[src/design/slx_pkg.sv]
// Shared types, token class codes and the keyword table of the source line lexer.
// Depends on nothing; every other design file refers to it by scoped names.
`default_nettype none

package slx_pkg;

    localparam int COLUMN_BITS_DEFAULT = 16;
    localparam int KEYWORD_COUNT       = 40;
    localparam int QUEUE_DEPTH_DEFAULT = 4;
    localparam int WORD_CHARS          = 8;

    // Token classes
    localparam logic [5:0] C_EOL     = 6'd0;
    localparam logic [5:0] C_ERR     = 6'd1;
    localparam logic [5:0] C_IDENT   = 6'd2;
    localparam logic [5:0] C_KEYWORD = 6'd3;
    localparam logic [5:0] C_INT     = 6'd4;
    localparam logic [5:0] C_FLOAT   = 6'd5;
    localparam logic [5:0] C_STR     = 6'd6;
    localparam logic [5:0] C_FSTR    = 6'd7;
    localparam logic [5:0] C_RSTR    = 6'd8;
    localparam logic [5:0] C_CHAR    = 6'd9;
    localparam logic [5:0] C_SPACE   = 6'd10;
    localparam logic [5:0] C_LCOM    = 6'd11;
    localparam logic [5:0] C_BCOM    = 6'd12;
    localparam logic [5:0] C_UNDER   = 6'd13;
    localparam logic [5:0] O_EQ      = 6'd14;
    localparam logic [5:0] O_EQ2     = 6'd15;
    localparam logic [5:0] O_PLUS    = 6'd16;
    localparam logic [5:0] O_PLUSEQ  = 6'd17;
    localparam logic [5:0] O_INC     = 6'd18;
    localparam logic [5:0] O_MINUS   = 6'd19;
    localparam logic [5:0] O_MINUSEQ = 6'd20;
    localparam logic [5:0] O_DEC     = 6'd21;
    localparam logic [5:0] O_STAR    = 6'd22;
    localparam logic [5:0] O_STAREQ  = 6'd23;
    localparam logic [5:0] O_SLASH   = 6'd24;
    localparam logic [5:0] O_SLASHEQ = 6'd25;
    localparam logic [5:0] O_LT      = 6'd26;
    localparam logic [5:0] O_LE      = 6'd27;
    localparam logic [5:0] O_SHL     = 6'd28;
    localparam logic [5:0] O_SHLEQ   = 6'd29;
    localparam logic [5:0] O_GT      = 6'd30;
    localparam logic [5:0] O_GE      = 6'd31;
    localparam logic [5:0] O_SHR     = 6'd32;
    localparam logic [5:0] O_SHREQ   = 6'd33;
    localparam logic [5:0] O_AMP     = 6'd34;
    localparam logic [5:0] O_AMP2    = 6'd35;
    localparam logic [5:0] O_AMPEQ   = 6'd36;
    localparam logic [5:0] O_BAR     = 6'd37;
    localparam logic [5:0] O_BAR2    = 6'd38;
    localparam logic [5:0] O_BAREQ   = 6'd39;
    localparam logic [5:0] O_BANG    = 6'd40;
    localparam logic [5:0] O_NE      = 6'd41;
    localparam logic [5:0] O_PCT     = 6'd42;
    localparam logic [5:0] O_PCTEQ   = 6'd43;
    localparam logic [5:0] O_DOT     = 6'd44;
    localparam logic [5:0] O_COMMA   = 6'd45;
    localparam logic [5:0] O_COLON   = 6'd46;
    localparam logic [5:0] O_SEMI    = 6'd47;
    localparam logic [5:0] O_QUEST   = 6'd48;
    localparam logic [5:0] O_LPAR    = 6'd49;
    localparam logic [5:0] O_RPAR    = 6'd50;
    localparam logic [5:0] O_LSQB    = 6'd51;
    localparam logic [5:0] O_RSQB    = 6'd52;
    localparam logic [5:0] O_LBRACE  = 6'd53;
    localparam logic [5:0] O_RBRACE  = 6'd54;
    localparam logic [5:0] O_TILDE   = 6'd55;
    localparam logic [5:0] O_CARET   = 6'd56;
    localparam logic [5:0] O_CARETEQ = 6'd57;
    localparam logic [5:0] O_AT      = 6'd58;
    localparam logic [5:0] O_HASH    = 6'd59;

    // Keywords, right-aligned: the last character sits in the low byte,
    // which is the order in which the scanner shifts a word in.
    localparam logic [63:0] KEYWORDS [KEYWORD_COUNT] = '{
        64'("if"), 64'("for"), 64'("int"), 64'("let"), 64'("try"), 64'("use"),
        64'("var"), 64'("base"), 64'("bool"), 64'("case"), 64'("char"),
        64'("elif"), 64'("else"), 64'("enum"), 64'("func"), 64'("long"),
        64'("null"), 64'("self"), 64'("true"), 64'("uint"), 64'("async"),
        64'("await"), 64'("break"), 64'("catch"), 64'("class"), 64'("const"),
        64'("false"), 64'("float"), 64'("short"), 64'("throw"), 64'("ulong"),
        64'("while"), 64'("double"), 64'("object"), 64'("return"),
        64'("string"), 64'("struct"), 64'("switch"), 64'("ushort"),
        64'("continue")
    };

    typedef struct packed {
        logic [7:0]  character;
        logic        end_of_line;
        logic [15:0] line_number;
    } char_item_t;

    typedef struct packed {
        logic [5:0]  token_class;
        logic [15:0] start_column;
        logic [15:0] token_length;
        logic [15:0] token_line;
        logic        last_of_run;
    } token_item_t;

    // One queue entry: the requests caused by one character item.
    typedef struct packed {
        logic [5:0]  token_class;
        logic [15:0] start_column;
        logic [15:0] token_length;
        logic [15:0] token_line;
        logic [63:0] word;
        logic [3:0]  word_length;
        logic        eol_follows;
        logic [15:0] eol_column;
    } entry_t;

    // Parallel compare against the whole keyword table.
    function automatic logic keyword_hit(input logic [63:0] word, input logic [3:0] wlen);
        logic hit;
        hit = 1'b0;
        for (int k = 0; k < KEYWORD_COUNT; k++)
        begin
            if (word == KEYWORDS[k])
                hit = 1'b1;
        end
        return hit && (wlen >= 4'd2) && (wlen <= 4'd8);
    endfunction

endpackage

`default_nettype wire

[src/design/slx_front.sv]
// Scanner front end: accepts characters, tracks the pending token and pushes
// finished token requests into the queue. Depends on slx_pkg.
`default_nettype none

module slx_front #(
    parameter int COLUMN_BITS = slx_pkg::COLUMN_BITS_DEFAULT
) (
    input  wire logic                clk,
    input  wire logic                rst_n,
    input  wire logic                accept,
    input  wire slx_pkg::char_item_t item,
    input  wire logic                cfg_write,
    input  wire logic [15:0]         cfg_data,
    output logic                     push,
    output slx_pkg::entry_t          entry
);

    localparam logic [3:0] M_LSTART = 4'd0;
    localparam logic [3:0] M_IDLE   = 4'd1;
    localparam logic [3:0] M_CLOSED = 4'd2;
    localparam logic [3:0] M_OPER   = 4'd3;
    localparam logic [3:0] M_WORD   = 4'd4;
    localparam logic [3:0] M_NUMBER = 4'd5;
    localparam logic [3:0] M_SPACE  = 4'd6;
    localparam logic [3:0] M_QUOTED = 4'd7;
    localparam logic [3:0] M_RAW    = 4'd8;
    localparam logic [3:0] M_LCOM   = 4'd9;
    localparam logic [3:0] M_BCOM   = 4'd10;

    logic [3:0]             mode_reg, mode_next;
    logic [5:0]             class_reg, class_next;
    logic [15:0]            start_reg, start_next;
    logic [15:0]            length_reg, length_next;
    logic [63:0]            word_reg, word_next;
    logic [3:0]             wlen_reg, wlen_next;
    logic                   escape_reg, escape_next;
    logic                   star_reg, star_next;
    logic                   copen_reg, copen_next;
    logic [COLUMN_BITS-1:0] column_reg, column_next;
    logic [15:0]            line_start_reg;

    logic [15:0] col16;
    logic [7:0]  c;
    logic [5:0]  b_class;
    logic [3:0]  b_mode;
    logic        b_word;
    logic        is_digit;
    logic        is_alpha;

    assign col16 = 16'(column_reg);
    assign c     = item.character;
    assign is_digit = (c >= "0") && (c <= "9");
    assign is_alpha = ((c >= "a") && (c <= "z")) || ((c >= "A") && (c <= "Z"));

    // Class and mode of a token opened by the current character
    always_comb
    begin
        b_mode  = M_CLOSED;
        b_word  = 1'b0;
        b_class = slx_pkg::C_ERR;
        unique case (c)
            "=":  begin b_class = slx_pkg::O_EQ;    b_mode = M_OPER; end
            "+":  begin b_class = slx_pkg::O_PLUS;  b_mode = M_OPER; end
            "-":  begin b_class = slx_pkg::O_MINUS; b_mode = M_OPER; end
            "*":  begin b_class = slx_pkg::O_STAR;  b_mode = M_OPER; end
            "/":  begin b_class = slx_pkg::O_SLASH; b_mode = M_OPER; end
            "<":  begin b_class = slx_pkg::O_LT;    b_mode = M_OPER; end
            ">":  begin b_class = slx_pkg::O_GT;    b_mode = M_OPER; end
            "&":  begin b_class = slx_pkg::O_AMP;   b_mode = M_OPER; end
            "|":  begin b_class = slx_pkg::O_BAR;   b_mode = M_OPER; end
            "!":  begin b_class = slx_pkg::O_BANG;  b_mode = M_OPER; end
            "%":  begin b_class = slx_pkg::O_PCT;   b_mode = M_OPER; end
            "^":  begin b_class = slx_pkg::O_CARET; b_mode = M_OPER; end
            ".":  b_class = slx_pkg::O_DOT;
            ",":  b_class = slx_pkg::O_COMMA;
            ":":  b_class = slx_pkg::O_COLON;
            ";":  b_class = slx_pkg::O_SEMI;
            "?":  b_class = slx_pkg::O_QUEST;
            "(":  b_class = slx_pkg::O_LPAR;
            ")":  b_class = slx_pkg::O_RPAR;
            "[":  b_class = slx_pkg::O_LSQB;
            "]":  b_class = slx_pkg::O_RSQB;
            "{":  b_class = slx_pkg::O_LBRACE;
            "}":  b_class = slx_pkg::O_RBRACE;
            "~":  b_class = slx_pkg::O_TILDE;
            "@":  b_class = slx_pkg::O_AT;
            "#":  b_class = slx_pkg::O_HASH;
            " ":  begin b_class = slx_pkg::C_SPACE; b_mode = M_SPACE; end
            "'":  begin b_class = slx_pkg::C_CHAR;  b_mode = M_QUOTED; end
            "\"": begin b_class = slx_pkg::C_STR;   b_mode = M_QUOTED; end
            "_":
            begin
                b_class = slx_pkg::C_UNDER;
                b_mode  = M_WORD;
                b_word  = 1'b1;
            end
            default:
            begin
                if (is_digit)
                begin
                    b_class = slx_pkg::C_INT;
                    b_mode  = M_NUMBER;
                end
                else if (is_alpha)
                begin
                    b_class = slx_pkg::C_IDENT;
                    b_mode  = M_WORD;
                    b_word  = 1'b1;
                end
            end
        endcase
    end

    // Scanner step: extend the pending token or close it and open a new one
    always_comb
    begin
        logic        ok;
        logic        opening;
        logic        more;
        logic [5:0]  op_next;

        mode_next   = mode_reg;
        class_next  = class_reg;
        start_next  = start_reg;
        length_next = length_reg;
        word_next   = word_reg;
        wlen_next   = wlen_reg;
        escape_next = escape_reg;
        star_next   = star_reg;
        copen_next  = copen_reg;
        column_next = column_reg;
        push        = 1'b0;
        entry       = '0;
        ok          = 1'b0;
        opening     = 1'b0;
        more        = 1'b0;
        op_next     = slx_pkg::C_EOL;
        entry.token_line = item.line_number;

        if (accept && item.end_of_line)
        begin
            push = 1'b1;
            if ((mode_reg != M_IDLE) && (mode_reg != M_LSTART))
            begin
                entry.token_class  = class_reg;
                entry.start_column = start_reg;
                entry.token_length = length_reg;
                entry.word         = word_reg;
                entry.word_length  = wlen_reg;
                entry.eol_follows  = 1'b1;
                entry.eol_column   = col16;
            end
            else
            begin
                entry.token_class  = slx_pkg::C_EOL;
                entry.start_column = col16;
            end
            mode_next   = M_LSTART;
            column_next = COLUMN_BITS'(line_start_reg);
            start_next  = '0;
            length_next = '0;
            word_next   = '0;
            wlen_next   = '0;
            escape_next = 1'b0;
            star_next   = 1'b0;
        end
        else if (accept)
        begin
            // First character of a line: maybe resume an open block comment
            if (mode_next == M_LSTART)
            begin
                mode_next = M_IDLE;
                if (copen_reg && (column_reg == '0))
                begin
                    mode_next   = M_BCOM;
                    class_next  = slx_pkg::C_BCOM;
                    start_next  = '0;
                    length_next = '0;
                    star_next   = 1'b0;
                end
            end

            if (mode_next == M_IDLE)
                opening = 1'b1;
            else
            begin
                unique case (mode_next)
                    M_OPER:
                    begin
                        case (class_next)
                            slx_pkg::O_EQ:
                                if (c == "=") op_next = slx_pkg::O_EQ2;
                            slx_pkg::O_PLUS:
                                if (c == "=") op_next = slx_pkg::O_PLUSEQ;
                                else if (c == "+") op_next = slx_pkg::O_INC;
                            slx_pkg::O_MINUS:
                                if (c == "=") op_next = slx_pkg::O_MINUSEQ;
                                else if (c == "-") op_next = slx_pkg::O_DEC;
                            slx_pkg::O_STAR:
                                if (c == "=") op_next = slx_pkg::O_STAREQ;
                            slx_pkg::O_SLASH:
                                if (c == "=") op_next = slx_pkg::O_SLASHEQ;
                            slx_pkg::O_LT:
                                if (c == "=") op_next = slx_pkg::O_LE;
                                else if (c == "<")
                                begin
                                    op_next = slx_pkg::O_SHL;
                                    more    = 1'b1;
                                end
                            slx_pkg::O_SHL:
                                if (c == "=") op_next = slx_pkg::O_SHLEQ;
                            slx_pkg::O_GT:
                                if (c == "=") op_next = slx_pkg::O_GE;
                                else if (c == ">")
                                begin
                                    op_next = slx_pkg::O_SHR;
                                    more    = 1'b1;
                                end
                            slx_pkg::O_SHR:
                                if (c == "=") op_next = slx_pkg::O_SHREQ;
                            slx_pkg::O_AMP:
                                if (c == "&") op_next = slx_pkg::O_AMP2;
                                else if (c == "=") op_next = slx_pkg::O_AMPEQ;
                            slx_pkg::O_BAR:
                                if (c == "|") op_next = slx_pkg::O_BAR2;
                                else if (c == "=") op_next = slx_pkg::O_BAREQ;
                            slx_pkg::O_BANG:
                                if (c == "=") op_next = slx_pkg::O_NE;
                            slx_pkg::O_PCT:
                                if (c == "=") op_next = slx_pkg::O_PCTEQ;
                            slx_pkg::O_CARET:
                                if (c == "=") op_next = slx_pkg::O_CARETEQ;
                            default: op_next = slx_pkg::C_EOL;
                        endcase
                        if ((class_next == slx_pkg::O_SLASH) && (c == "/"))
                        begin
                            ok         = 1'b1;
                            class_next = slx_pkg::C_LCOM;
                            mode_next  = M_LCOM;
                        end
                        else if ((class_next == slx_pkg::O_SLASH) && (c == "*"))
                        begin
                            ok         = 1'b1;
                            class_next = slx_pkg::C_BCOM;
                            mode_next  = M_BCOM;
                            copen_next = 1'b1;
                            star_next  = 1'b0;
                        end
                        else if (op_next != slx_pkg::C_EOL)
                        begin
                            ok         = 1'b1;
                            class_next = op_next;
                            mode_next  = more ? M_OPER : M_CLOSED;
                        end
                    end
                    M_WORD:
                    begin
                        if (is_digit || is_alpha || (c == "_"))
                        begin
                            ok         = 1'b1;
                            class_next = slx_pkg::C_IDENT;
                            if (wlen_reg < 4'd8)
                            begin
                                word_next = {word_reg[55:0], c};
                                wlen_next = wlen_reg + 4'd1;
                            end
                            else
                                wlen_next = 4'd9;
                        end
                        else if ((c == "\"") && (class_reg == slx_pkg::C_IDENT)
                                 && (wlen_reg == 4'd1)
                                 && ((word_reg == 64'("f")) || (word_reg == 64'("r"))))
                        begin
                            // Prefixed string: the quote follows the letter directly
                            ok          = 1'b1;
                            escape_next = 1'b0;
                            if (word_reg == 64'("f"))
                            begin
                                class_next = slx_pkg::C_FSTR;
                                mode_next  = M_QUOTED;
                            end
                            else
                            begin
                                class_next = slx_pkg::C_RSTR;
                                mode_next  = M_RAW;
                            end
                        end
                    end
                    M_NUMBER:
                    begin
                        if (is_digit)
                            ok = 1'b1;
                        else if ((c == ".") && (class_reg == slx_pkg::C_INT))
                        begin
                            ok         = 1'b1;
                            class_next = slx_pkg::C_FLOAT;
                        end
                    end
                    M_SPACE:
                        ok = (c == " ");
                    M_QUOTED:
                    begin
                        ok = 1'b1;
                        if (escape_reg)
                            escape_next = 1'b0;
                        else if (c == "\\")
                            escape_next = 1'b1;
                        else if (c == ((class_reg == slx_pkg::C_CHAR) ? "'" : "\""))
                            mode_next = M_CLOSED;
                    end
                    M_RAW:
                    begin
                        ok = 1'b1;
                        if (c == "\"")
                            mode_next = M_CLOSED;
                    end
                    M_LCOM:
                        ok = 1'b1;
                    M_BCOM:
                    begin
                        ok = 1'b1;
                        if (star_next && (c == "/"))
                        begin
                            mode_next  = M_CLOSED;
                            copen_next = 1'b0;
                            star_next  = 1'b0;
                        end
                        else
                            star_next = (c == "*");
                    end
                    default:
                        ok = 1'b0;
                endcase

                if (ok)
                begin
                    if (length_next != 16'hFFFF)
                        length_next = length_next + 16'd1;
                end
                else
                begin
                    // Token ends here: send it on and open the next one
                    push               = 1'b1;
                    entry.token_class  = class_reg;
                    entry.start_column = start_next;
                    entry.token_length = length_next;
                    entry.word         = word_reg;
                    entry.word_length  = wlen_reg;
                    opening            = 1'b1;
                end
            end

            if (opening)
            begin
                start_next  = col16;
                length_next = 16'd1;
                escape_next = 1'b0;
                class_next  = b_class;
                mode_next   = b_mode;
                word_next   = b_word ? {56'd0, c} : 64'd0;
                wlen_next   = b_word ? 4'd1 : 4'd0;
            end
            column_next = column_reg + 1'b1;
        end
    end

    // Line start column register
    always_ff @(posedge clk or negedge rst_n)
    begin
        if (!rst_n)
            line_start_reg <= '0;
        else if (cfg_write)
            line_start_reg <= cfg_data;
    end

    // Scanner state
    always_ff @(posedge clk or negedge rst_n)
    begin
        if (!rst_n)
        begin
            mode_reg   <= M_LSTART;
            class_reg  <= slx_pkg::C_EOL;
            start_reg  <= '0;
            length_reg <= '0;
            word_reg   <= '0;
            wlen_reg   <= '0;
            escape_reg <= 1'b0;
            star_reg   <= 1'b0;
            copen_reg  <= 1'b0;
            column_reg <= '0;
        end
        else
        begin
            mode_reg   <= mode_next;
            class_reg  <= class_next;
            start_reg  <= start_next;
            length_reg <= length_next;
            word_reg   <= word_next;
            wlen_reg   <= wlen_next;
            escape_reg <= escape_next;
            star_reg   <= star_next;
            copen_reg  <= copen_next;
            if (cfg_write && (mode_reg == M_LSTART))
                column_reg <= COLUMN_BITS'(cfg_data);
            else
                column_reg <= column_next;
        end
    end

endmodule

`default_nettype wire

[src/design/slx_queue.sv]
// Short request queue between the scanner front end and the output stage.
// Depends on slx_pkg for the entry type.
`default_nettype none

module slx_queue #(
    parameter int DEPTH = slx_pkg::QUEUE_DEPTH_DEFAULT
) (
    input  wire logic            clk,
    input  wire logic            rst_n,
    input  wire logic            push,
    input  wire slx_pkg::entry_t push_entry,
    input  wire logic            pop,
    output slx_pkg::entry_t      head,
    output logic                 full,
    output logic                 empty
);

    localparam int IW = (DEPTH > 1) ? $clog2(DEPTH) : 1;
    localparam int CW = $clog2(DEPTH + 1);
    localparam logic [IW-1:0] LAST = IW'(DEPTH - 1);

    slx_pkg::entry_t slots_reg [DEPTH];
    logic [IW-1:0]   wr_reg;
    logic [IW-1:0]   rd_reg;
    logic [CW-1:0]   count_reg;
    logic            do_push;
    logic            do_pop;

    assign full    = (count_reg == CW'(DEPTH));
    assign empty   = (count_reg == '0);
    assign do_push = push && !full;
    assign do_pop  = pop && !empty;
    assign head    = slots_reg[rd_reg];

    // Entry storage
    always_ff @(posedge clk)
    begin
        if (do_push)
            slots_reg[wr_reg] <= push_entry;
    end

    // Pointers and fill count
    always_ff @(posedge clk or negedge rst_n)
    begin
        if (!rst_n)
        begin
            wr_reg    <= '0;
            rd_reg    <= '0;
            count_reg <= '0;
        end
        else
        begin
            if (do_push)
                wr_reg <= (wr_reg == LAST) ? '0 : wr_reg + 1'b1;
            if (do_pop)
                rd_reg <= (rd_reg == LAST) ? '0 : rd_reg + 1'b1;
            if (do_push && !do_pop)
                count_reg <= count_reg + 1'b1;
            else if (do_pop && !do_push)
                count_reg <= count_reg - 1'b1;
        end
    end

endmodule

`default_nettype wire

[src/design/slx_back.sv]
// Output stage: resolves keywords, splits an entry into its token requests
// and holds the output register. Depends on slx_pkg.
`default_nettype none

module slx_back (
    input  wire logic            clk,
    input  wire logic            rst_n,
    input  wire slx_pkg::entry_t head,
    input  wire logic            empty,
    output logic                 pop,
    input  wire logic            stall,
    output logic                 valid,
    output slx_pkg::token_item_t tok
);

    logic                 out_valid_reg;
    slx_pkg::token_item_t out_reg;
    logic                 second_reg;
    slx_pkg::token_item_t second_item_reg;
    logic                 load;
    slx_pkg::token_item_t first;
    slx_pkg::token_item_t eol_tok;

    assign load  = !out_valid_reg || !stall;
    assign pop   = load && !second_reg && !empty;
    assign valid = out_valid_reg;
    assign tok   = out_reg;

    // First request of the head entry, with identifiers checked against keywords
    always_comb
    begin
        first.token_class  = head.token_class;
        if ((head.token_class == slx_pkg::C_IDENT)
            && slx_pkg::keyword_hit(head.word, head.word_length))
            first.token_class = slx_pkg::C_KEYWORD;
        first.start_column = head.start_column;
        first.token_length = head.token_length;
        first.token_line   = head.token_line;
        first.last_of_run  = !head.eol_follows;

        eol_tok.token_class  = slx_pkg::C_EOL;
        eol_tok.start_column = head.eol_column;
        eol_tok.token_length = '0;
        eol_tok.token_line   = head.token_line;
        eol_tok.last_of_run  = 1'b1;
    end

    // Output register and the held second request
    always_ff @(posedge clk or negedge rst_n)
    begin
        if (!rst_n)
        begin
            out_valid_reg <= 1'b0;
            second_reg    <= 1'b0;
        end
        else if (load)
        begin
            if (second_reg)
            begin
                out_valid_reg <= 1'b1;
                second_reg    <= 1'b0;
            end
            else if (!empty)
            begin
                out_valid_reg <= 1'b1;
                second_reg    <= head.eol_follows;
            end
            else
                out_valid_reg <= 1'b0;
        end
    end

    always_ff @(posedge clk)
    begin
        if (load && second_reg)
            out_reg <= second_item_reg;
        else if (pop)
        begin
            out_reg         <= first;
            second_item_reg <= eol_tok;
        end
    end

endmodule

`default_nettype wire

[src/design/source_line_lexer.sv]
// Source line lexer: one character per cycle in while not stalled,
// token records out. A token is queued by the character that ends it,
// then loaded into the output register. An end of line closing a
// pending token yields two records, sent one per cycle unless stalled.
// Reset: asynchronous, active low; no clearing pass, ready at once.
// Depends on slx_pkg, slx_front, slx_queue and slx_back.
`default_nettype none

module source_line_lexer #(
    parameter int COLUMN_BITS = slx_pkg::COLUMN_BITS_DEFAULT,
    parameter int QUEUE_DEPTH = slx_pkg::QUEUE_DEPTH_DEFAULT
) (
    input  wire logic                 clk,
    input  wire logic                 rst_n,
    input  wire logic                 char_valid,
    output logic                      char_stall,
    input  wire slx_pkg::char_item_t  char_item,
    output logic                      tok_valid,
    input  wire logic                 tok_stall,
    output slx_pkg::token_item_t      tok_item,
    input  wire logic                 cfg_write,
    input  wire logic [15:0]          cfg_data
);

    logic            accept;
    logic            push;
    slx_pkg::entry_t entry;
    slx_pkg::entry_t head;
    logic            full;
    logic            empty;
    logic            pop;

    assign char_stall = full;
    assign accept     = char_valid && !full;

    slx_front #(
        .COLUMN_BITS (COLUMN_BITS)
    ) u_front (
        .clk       (clk),
        .rst_n     (rst_n),
        .accept    (accept),
        .item      (char_item),
        .cfg_write (cfg_write),
        .cfg_data  (cfg_data),
        .push      (push),
        .entry     (entry)
    );

    slx_queue #(
        .DEPTH (QUEUE_DEPTH)
    ) u_queue (
        .clk        (clk),
        .rst_n      (rst_n),
        .push       (push),
        .push_entry (entry),
        .pop        (pop),
        .head       (head),
        .full       (full),
        .empty      (empty)
    );

    slx_back u_back (
        .clk   (clk),
        .rst_n (rst_n),
        .head  (head),
        .empty (empty),
        .pop   (pop),
        .stall (tok_stall),
        .valid (tok_valid),
        .tok   (tok_item)
    );

endmodule

`default_nettype wire
[config.mk]
export PLATFORM = sky130hd
export DESIGN_NAME = source_line_lexer
export DESIGN_NICKNAME = d
export VERILOG_FILES = /design/src/design/slx_pkg.sv /design/src/design/slx_front.sv /design/src/design/slx_queue.sv /design/src/design/slx_back.sv /design/src/design/source_line_lexer.sv
export SDC_FILE = /design/constraint.sdc
export NUM_CORES = 1
export LEC_CHECK = 0
export ABC_AREA = 1
export BUFFER_PORTS_ARGS = -buffer_cell sky130_fd_sc_hd__buf_2
export CAP_MARGIN = 10
export CORE_AREA = 2 2 272 274
export CTS_CLUSTER_DIAMETER = 100
export DETAILED_ROUTE_END_ITERATION = 6
export DIE_AREA = 0 0 274 276
export HOLD_SLACK_MARGIN = 0.08
export PLACE_DENSITY = 0.82
export SETUP_SLACK_MARGIN = 0.3
export SYNTH_ARGS = -nofsm -noshare
export SYNTH_HDL_FRONTEND = slang
export SYNTH_HIERARCHICAL = 1
export SYNTH_SLANG_ARGS = --single-unit
[constraint.sdc]
create_clock -name clk -period 8.81 [get_ports clk]
set_input_delay 1.762 -clock clk [delete_from_list [all_inputs] [get_ports clk]]
set_output_delay 1.762 -clock clk [all_outputs]
set_load 0.02 [all_outputs]
Word-level counts from Yosys, hierarchy flattened
Memories as Yosys holds them, arrays and structs flattened.
Index checks and enable logic that the tools add are counted.
- add/subtract/negate cells: 7
- magnitude comparators: 9
- eq/ne operators: 113
- multiplexer cells: 221
- bitwise operators: 3
- reductions and logical operators: 63
- operators by type and width (kind ; number):
    equality test 64 x 31 -> 1 bit (second input constant) ; 13
    equality test 64 x 39 -> 1 bit (second input constant) ; 12
    equality test 64 x 47 -> 1 bit (second input constant) ; 7
    2-to-1 mux 64 bit ; 7
    equality test 64 x 23 -> 1 bit (second input constant) ; 6
    2-to-1 mux 16 bit ; 19
    2-to-1 mux 68 bit ; 4
    2-to-1 mux 6 bit ; 32
    one-hot mux 6 bit (30 select lines) ; 1
    equality test 8 x 6 -> 1 bit (second input constant) ; 21
    2-to-1 mux 38 bit ; 4
    equality test 64 x 7 -> 1 bit (second input constant) ; 2
    2-to-1 mux 4 bit ; 29
    2-to-1 mux 1 bit ; 96
    2-to-1 mux 85 bit ; 1
    one-hot mux 6 bit (14 select lines) ; 1
    equality test 8 x 7 -> 1 bit (second input constant) ; 10
    equality test 64 x 15 -> 1 bit (second input constant) ; 1
    equality test 64 x 63 -> 1 bit (second input constant) ; 1
    2-to-1 mux 55 bit ; 1
    2-to-1 mux 49 bit ; 1
    equality test 6 x 5 -> 1 bit (second input constant) ; 7
    one-hot mux 4 bit (5 select lines) ; 2
    equality test 6 bit (second input constant) ; 6
    57 further kinds ; 132
- bits in registers: 241
- memory bits (writable): 556
- output and inout bits: 57
- memories kept: 1
- memory list (name ; words ; bits a word ; rd ports ; clocked after Yosys merged registers in ; write ports ; line ; RTL):
    u_queue.slots_reg ; 4 ; 139 ; 1 ; 0 ; 1 ; slx_queue.sv:22 ; slx_pkg::entry_t slots_reg [DEPTH];

Longest topological paths before layout
An unclocked memory read counts as a cell.
- word-level depth: 48
- depth in mapped cells: 32
- gate-level depth less buffers: 32

Cells and area by module
Netlist, hierarchy kept.
- by module, submodules not included (module ; times used ; cells each ; area an instance (um2)):
    slx_queue ; 1 ; 1683 ; 22994.6
    slx_front ; 1 ; 1707 ; 11325.9
    slx_back ; 1 ; 778 ; 5435.2
    source_line_lexer ; 1 ; 2 ; 10.0

Least setup slack after synthesis
No wires, ideal clock.
- kind: input port to flip-flop
- start: input char_item[17] (netlist name)
- end: memory u_queue/slots_reg[0][0] (netlist name) (enable)
- setup time: 0.640 ns
- arrival time: 9.354 ns
- required time: 8.170 ns
- setup slack: -1.184 ns
- stages: 21
- cell sequence: buf_2 -> inv_1 -> nor2_1 -> inv_1 -> nor2_1 -> nand2_2 -> inv_2 -> buf_4 -> o21ai_0 -> nand2_1 -> nor2_1 -> nand2_1 -> nor2_2 -> nand3_2 -> nand2_4 -> nand2_4 -> nor2_8 -> inv_4 -> nand2_4 -> nand2_1 -> nor2_1
- longest elaborated chain between the ends: 23
- elaborated cells between the ends (all ways): 75
- classes of those cells: 6 x order compare; 13 x eq/ne; 42 x mux; 14 x reduce/logical
- RTL lines (element ; line ; RTL):
    start, declared ; source_line_lexer.sv:17 ; input wire slx_pkg::char_item_t char_item,
    equality test 8 x 6 -> 1 bit (on tied branches) ; n/a ;
    2-to-1 mux 6 bit, or another cell as far along ; slx_front.sv:226 ; else if (c == "=") op_next = slx_pkg::O_BAREQ;
    2-to-1 mux 6 bit, or another cell as far along ; slx_front.sv:225 ; if (c == "|") op_next = slx_pkg::O_BAR2;
    one-hot mux 6 bit (14 select lines) ; slx_front.sv:190 ; case (class_next)
    2-to-1 mux 6 bit ; slx_front.sv:187 ; unique case (mode_next)
    2-to-1 mux 6 bit ; slx_front.sv:183 ; if (mode_next == M_IDLE)
    2-to-1 mux 6 bit ; slx_front.sv:167 ; else if (accept)
    2-to-1 mux 6 bit ; slx_front.sv:140 ; if (accept && item.end_of_line)
    [8 not listed] ; n/a ;
    2-to-1 mux 1 bit (*) ; slx_front.sv:335 ; if (ok)
    2-to-1 mux 1 bit (*) ; slx_front.sv:183 ;
    2-to-1 mux 1 bit (*) ; slx_front.sv:167 ;
    2-to-1 mux 1 bit (*) ; slx_front.sv:140 ;
    net push ; source_line_lexer.sv:26 ; logic push;
    logical AND 1 bit (*) ; slx_queue.sv:31 ; assign do_push = push && !full;
    2-to-1 mux 1 bit (*) ; slx_queue.sv:38 ; if (do_push)
    2-to-1 mux 1 bit (implied by the code) (*) ; slx_queue.sv:39 ; slots_reg[wr_reg] <= push_entry;
    end, declared ; slx_queue.sv:22 ;
Mark *: on every way through the listed nets, which the timed path passes. The rest lies on a longest branch. The select of a mux whose other input is x is not followed.

Worst setup path after layout
- start: input char_item[21] (netlist name)
- end: memory u_queue/slots_reg[3][26] (netlist name) (enable)
The elaborated chain is that of the path after synthesis.

==> results by group <==
Status
  – Status: completed

CTS
  – Post-CTS Setup Bufs: 0
  – CTS hold repair buffers: 0
  – Root Driver: clkbuf_16
  – Clock Path Buffers: 3
  – Post-cts resize count: 0
  – CTS sink count: approximately 800
  – Worst-Skew Late Latency: 0.65 ns
  – Clk slew on worst S/H paths: around 0.06 ns
  – H-tree levels: 3
  – CTS tree: built
  – Cts bufs inserted: 78

Global routing
  – Grt ovf: 0
  – First-pass GRT wire length: roughly 150 mm
  – Initial antenna violation count: 2
  – Largest net degree at the start of global routing: approximately 250
  – Vias in the first global route: between 20000 and 30000
  – GRT Resource Usage Total: 25.45%

Cells and area
  – Most frequent cells in the layout: 1216 x nand2_1, 643 x edfxtp_1, 560 x inv_1
  – Area Overhead vs Synth: 7.979%
  – Fin util: between 50 and 60%
  – Post-route cell area: approximately 43000 um^2
  – Share of cells above drive strength 1: about a tenth
  – Most common cell after layout, fill and taps aside: nand2_1
  – Number of flip-flops in the largest register: 556
  – Fin nets: between 4000 and 5000
  – Fill cells: 5743

Floorplanning
  – Initial core utilization: 54.78%
  – Die area: around 76000 um^2
  – Row count: 99
  – Die X-Extent: 274 um
  – Top-Level Pins: 103
  – Core Region: ~73000 um^2
  – Die Ht: about 280 um

Routing
  – Avg WL per Cell: around 19 um
  – 1st-iter DRT viols: about 3400
  – # DRC: 0
  – Routed Antenna Nets: 0
  – Final wirelength: about 97 mm
  – Vias post-DR: ~29000
  – Via density: 5.606
  – DRT Pass-1 Iters: 5

Synthesis
  – Top cells by area, synth: edfxtp_1 49%, nand2_1 12%, dfrtp_1 9.7%
  – Seq/Total Area, Yosys: roughly 58%
  – Synth async-reset ratio: 19.32%
  – Mapped Area: about 40000 um^2
  – Post-synth EDFFs: ~640
  – Top FF cell, synth: edfxtp_1
  – Ys Warns: 6
  – Yosys top cell area share: 48.56%
  – Syn avg cell area: 9.536 um^2
  – Synth area leader: edfxtp_1
  – Seq cells post-synth: 797
  – Post-synthesis cell count: 4170
  – Unique cell type count in the Yosys netlist: 55
  – Mapped Nets: between 4000 and 5000

Worst setup path
  – Type of origin of the critical path: primary input
  – Worst r2r dst: u_queue/slots_reg[3][26]
  – Reg2Reg Depth: 22
  – Reg2reg setup slack: around 2.7 ns
  – RR Startpoint: u_front/col16[0]
  – Crit path from: char_item[21]
  – CP arrival: around 6.5 ns
  – Crit. End Element: flip-flop
  – Maximum fanout along the worst path: 49
  – WS Path Type: in2reg
  – WP data required: 9.05 ns

Timing
  – Minimum clock period: between 6 and 7 ns
  – Final Setup Violations: 0
  – Max Slew Vio Count: 0
  – Unrepaired setup endpoints after global routing: no
  – Slew margin rel.: 23.02%
  – Final Worst Setup Slack: around 2.6 ns
  – Fmax: approximately 160 MHz
  – Final hold vios: 0
  – Clock Skews: approximately 0.05 ns
  – Least-Margin Pin Slew: roughly 1.1 ns
  – Final Cycle Share: 70.90%

Power and ir drop
  – LEAKAGE: ~18 nW
  – Pwr Density: around 310 nW/um^2
  – Worst vdd ir: ~0.34 mV
  – Total power: between 10 and 15 mW

Placement
  – Dpl hpwl: between 60 and 70 mm
  – Worst slack, placed: ~2.1 ns
  – # port buffers: between 100 and 150
  – RePlAce Congestion: roughly 0.96
  – Placed inst area: 40330 um^2

Worst hold path
  – Hold Path Origin: u_front/line_start_reg[9]
  – Worst hold path depth: 2
  – Worst Hold Path EP: u_front/line_start_reg[9]
  – Hold crit path type: reg2reg

Run
  – Max-cap check violation count: 0
-- cell families after synthesis --
| logic type | Yosys count | synth area share, % |
|---|---|---|
| compound gates | 553 | 9.792 |
| buf+inv | 798 | 9.465 |
| mux | 1 | 0.02517 |
| fa+ha+maj | 12 | 0.3964 |
| flops | 797 | 58.25 |
| simple gates | 1981 | 21.46 |
| xor+xnor | 28 | 0.6167 |
-- power by group --
part           total (mW)  switching [mW]  internal, mW  leakage (nW)
clock                3.35            1.42          1.93          1.25
combinational        4.55            3.37          1.18          8.29
sequential           5.56           0.385          5.17          8.23
total                13.5            5.17          8.28          17.8
-- Yosys cell counts (all sizes together), types with 3 or more instances --
| master | n |
|---|---|
| a21oi | 42 |
| a22oi | 17 |
| buf | 147 |
| clkbuf | 60 |
| clkinv | 3 |
| dfrtp | 154 |
| edfxtp | 643 |
| ha | 11 |
| inv | 588 |
| nand2 | 1232 |
| nand3 | 197 |
| nand3b | 3 |
| nand4 | 39 |
| nor2 | 452 |
| nor3 | 34 |
| nor4 | 20 |
| o211ai | 289 |
| o21ai | 173 |
| o21bai | 3 |
| o221ai | 9 |
| o22ai | 4 |
| o311ai | 5 |
| xor2 | 26 |
-- final cells by class --
cell class | instances | area (um^2) | area share [%]
diodes | 3 | 7.507 | 0.01748
well taps | 959 | 1200 | 2.794
multi-input cells | 2575 | 12910 | 30.06
flip-flops and latches | 797 | 23170 | 53.96
clock buffers | 106 | 2128 | 4.957
inverters | 591 | 2231 | 5.196
clock inverters | 40 | 474.2 | 1.104
repair buffers | 136 | 822.0 | 1.914
-- worst max-delay path, cell delays in order --
cell and delay, ns:
buf_2 0.12, inv_1 0.07, nand3_1 0.36, inv_2 0.09, nand2_1 0.25, nor2_1 0.17
nand4_1 0.13, nor3b_1 0.09, o21ai_1 0.16, nand2_1 0.08, nand2_1 0.07, nand2_1 0.06
nor2_2 0.22, nand2_4 0.36, nor2_8 0.38, inv_4 0.15, nand2_4 0.12, nand2_1 0.29
nor2_4 0.78, buf_4 0.66
-- layer usage --
| layer | routed length, um | GRT usage (%) |
|---|---|---|
| met4 | 2694 | 8.849 |
| met2 | 46940 | 42.24 |
| met5 | 0 | 0 |
| met1 | 39890 | 34.47 |
| met3 | 7288 | 3.431 |
-- per-stage QoR --
stage | std cells | hold WS [ns] | TNS, ns
finish | 5207 | 0.4749 | 0
detailed placement | 5058 | 0.4590 | 0
floorplan | 4170 | 0.4367 | -658.21
global route | 5206 | 0.5067 | 0
global placement | 5058 | 0.4517 | 0
CTS | 5204 | 0.4738 | 0
-- how the worst max path moves through the flow --
| stage | end | slack, ns | cells past startpoint |
|---|---|---|---|
| 2_1_floorplan | u_queue/slots_reg[0][0] | -1.18 | 21 |
| 3_3_place_gp | u_queue/slots_reg[3][56] | 2.22 | 20 |
| 3_5_place_dp | u_queue/slots_reg[3][60] | 2.05 | 20 |
| 4_1_cts | u_queue/slots_reg[3][26] | 2.68 | 20 |
| 5_1_grt | u_queue/slots_reg[3][26] | 2.22 | 20 |
| 6_report | u_queue/slots_reg[3][26] | 2.56 | 20 |
Power figures use the tool's default switching activity.
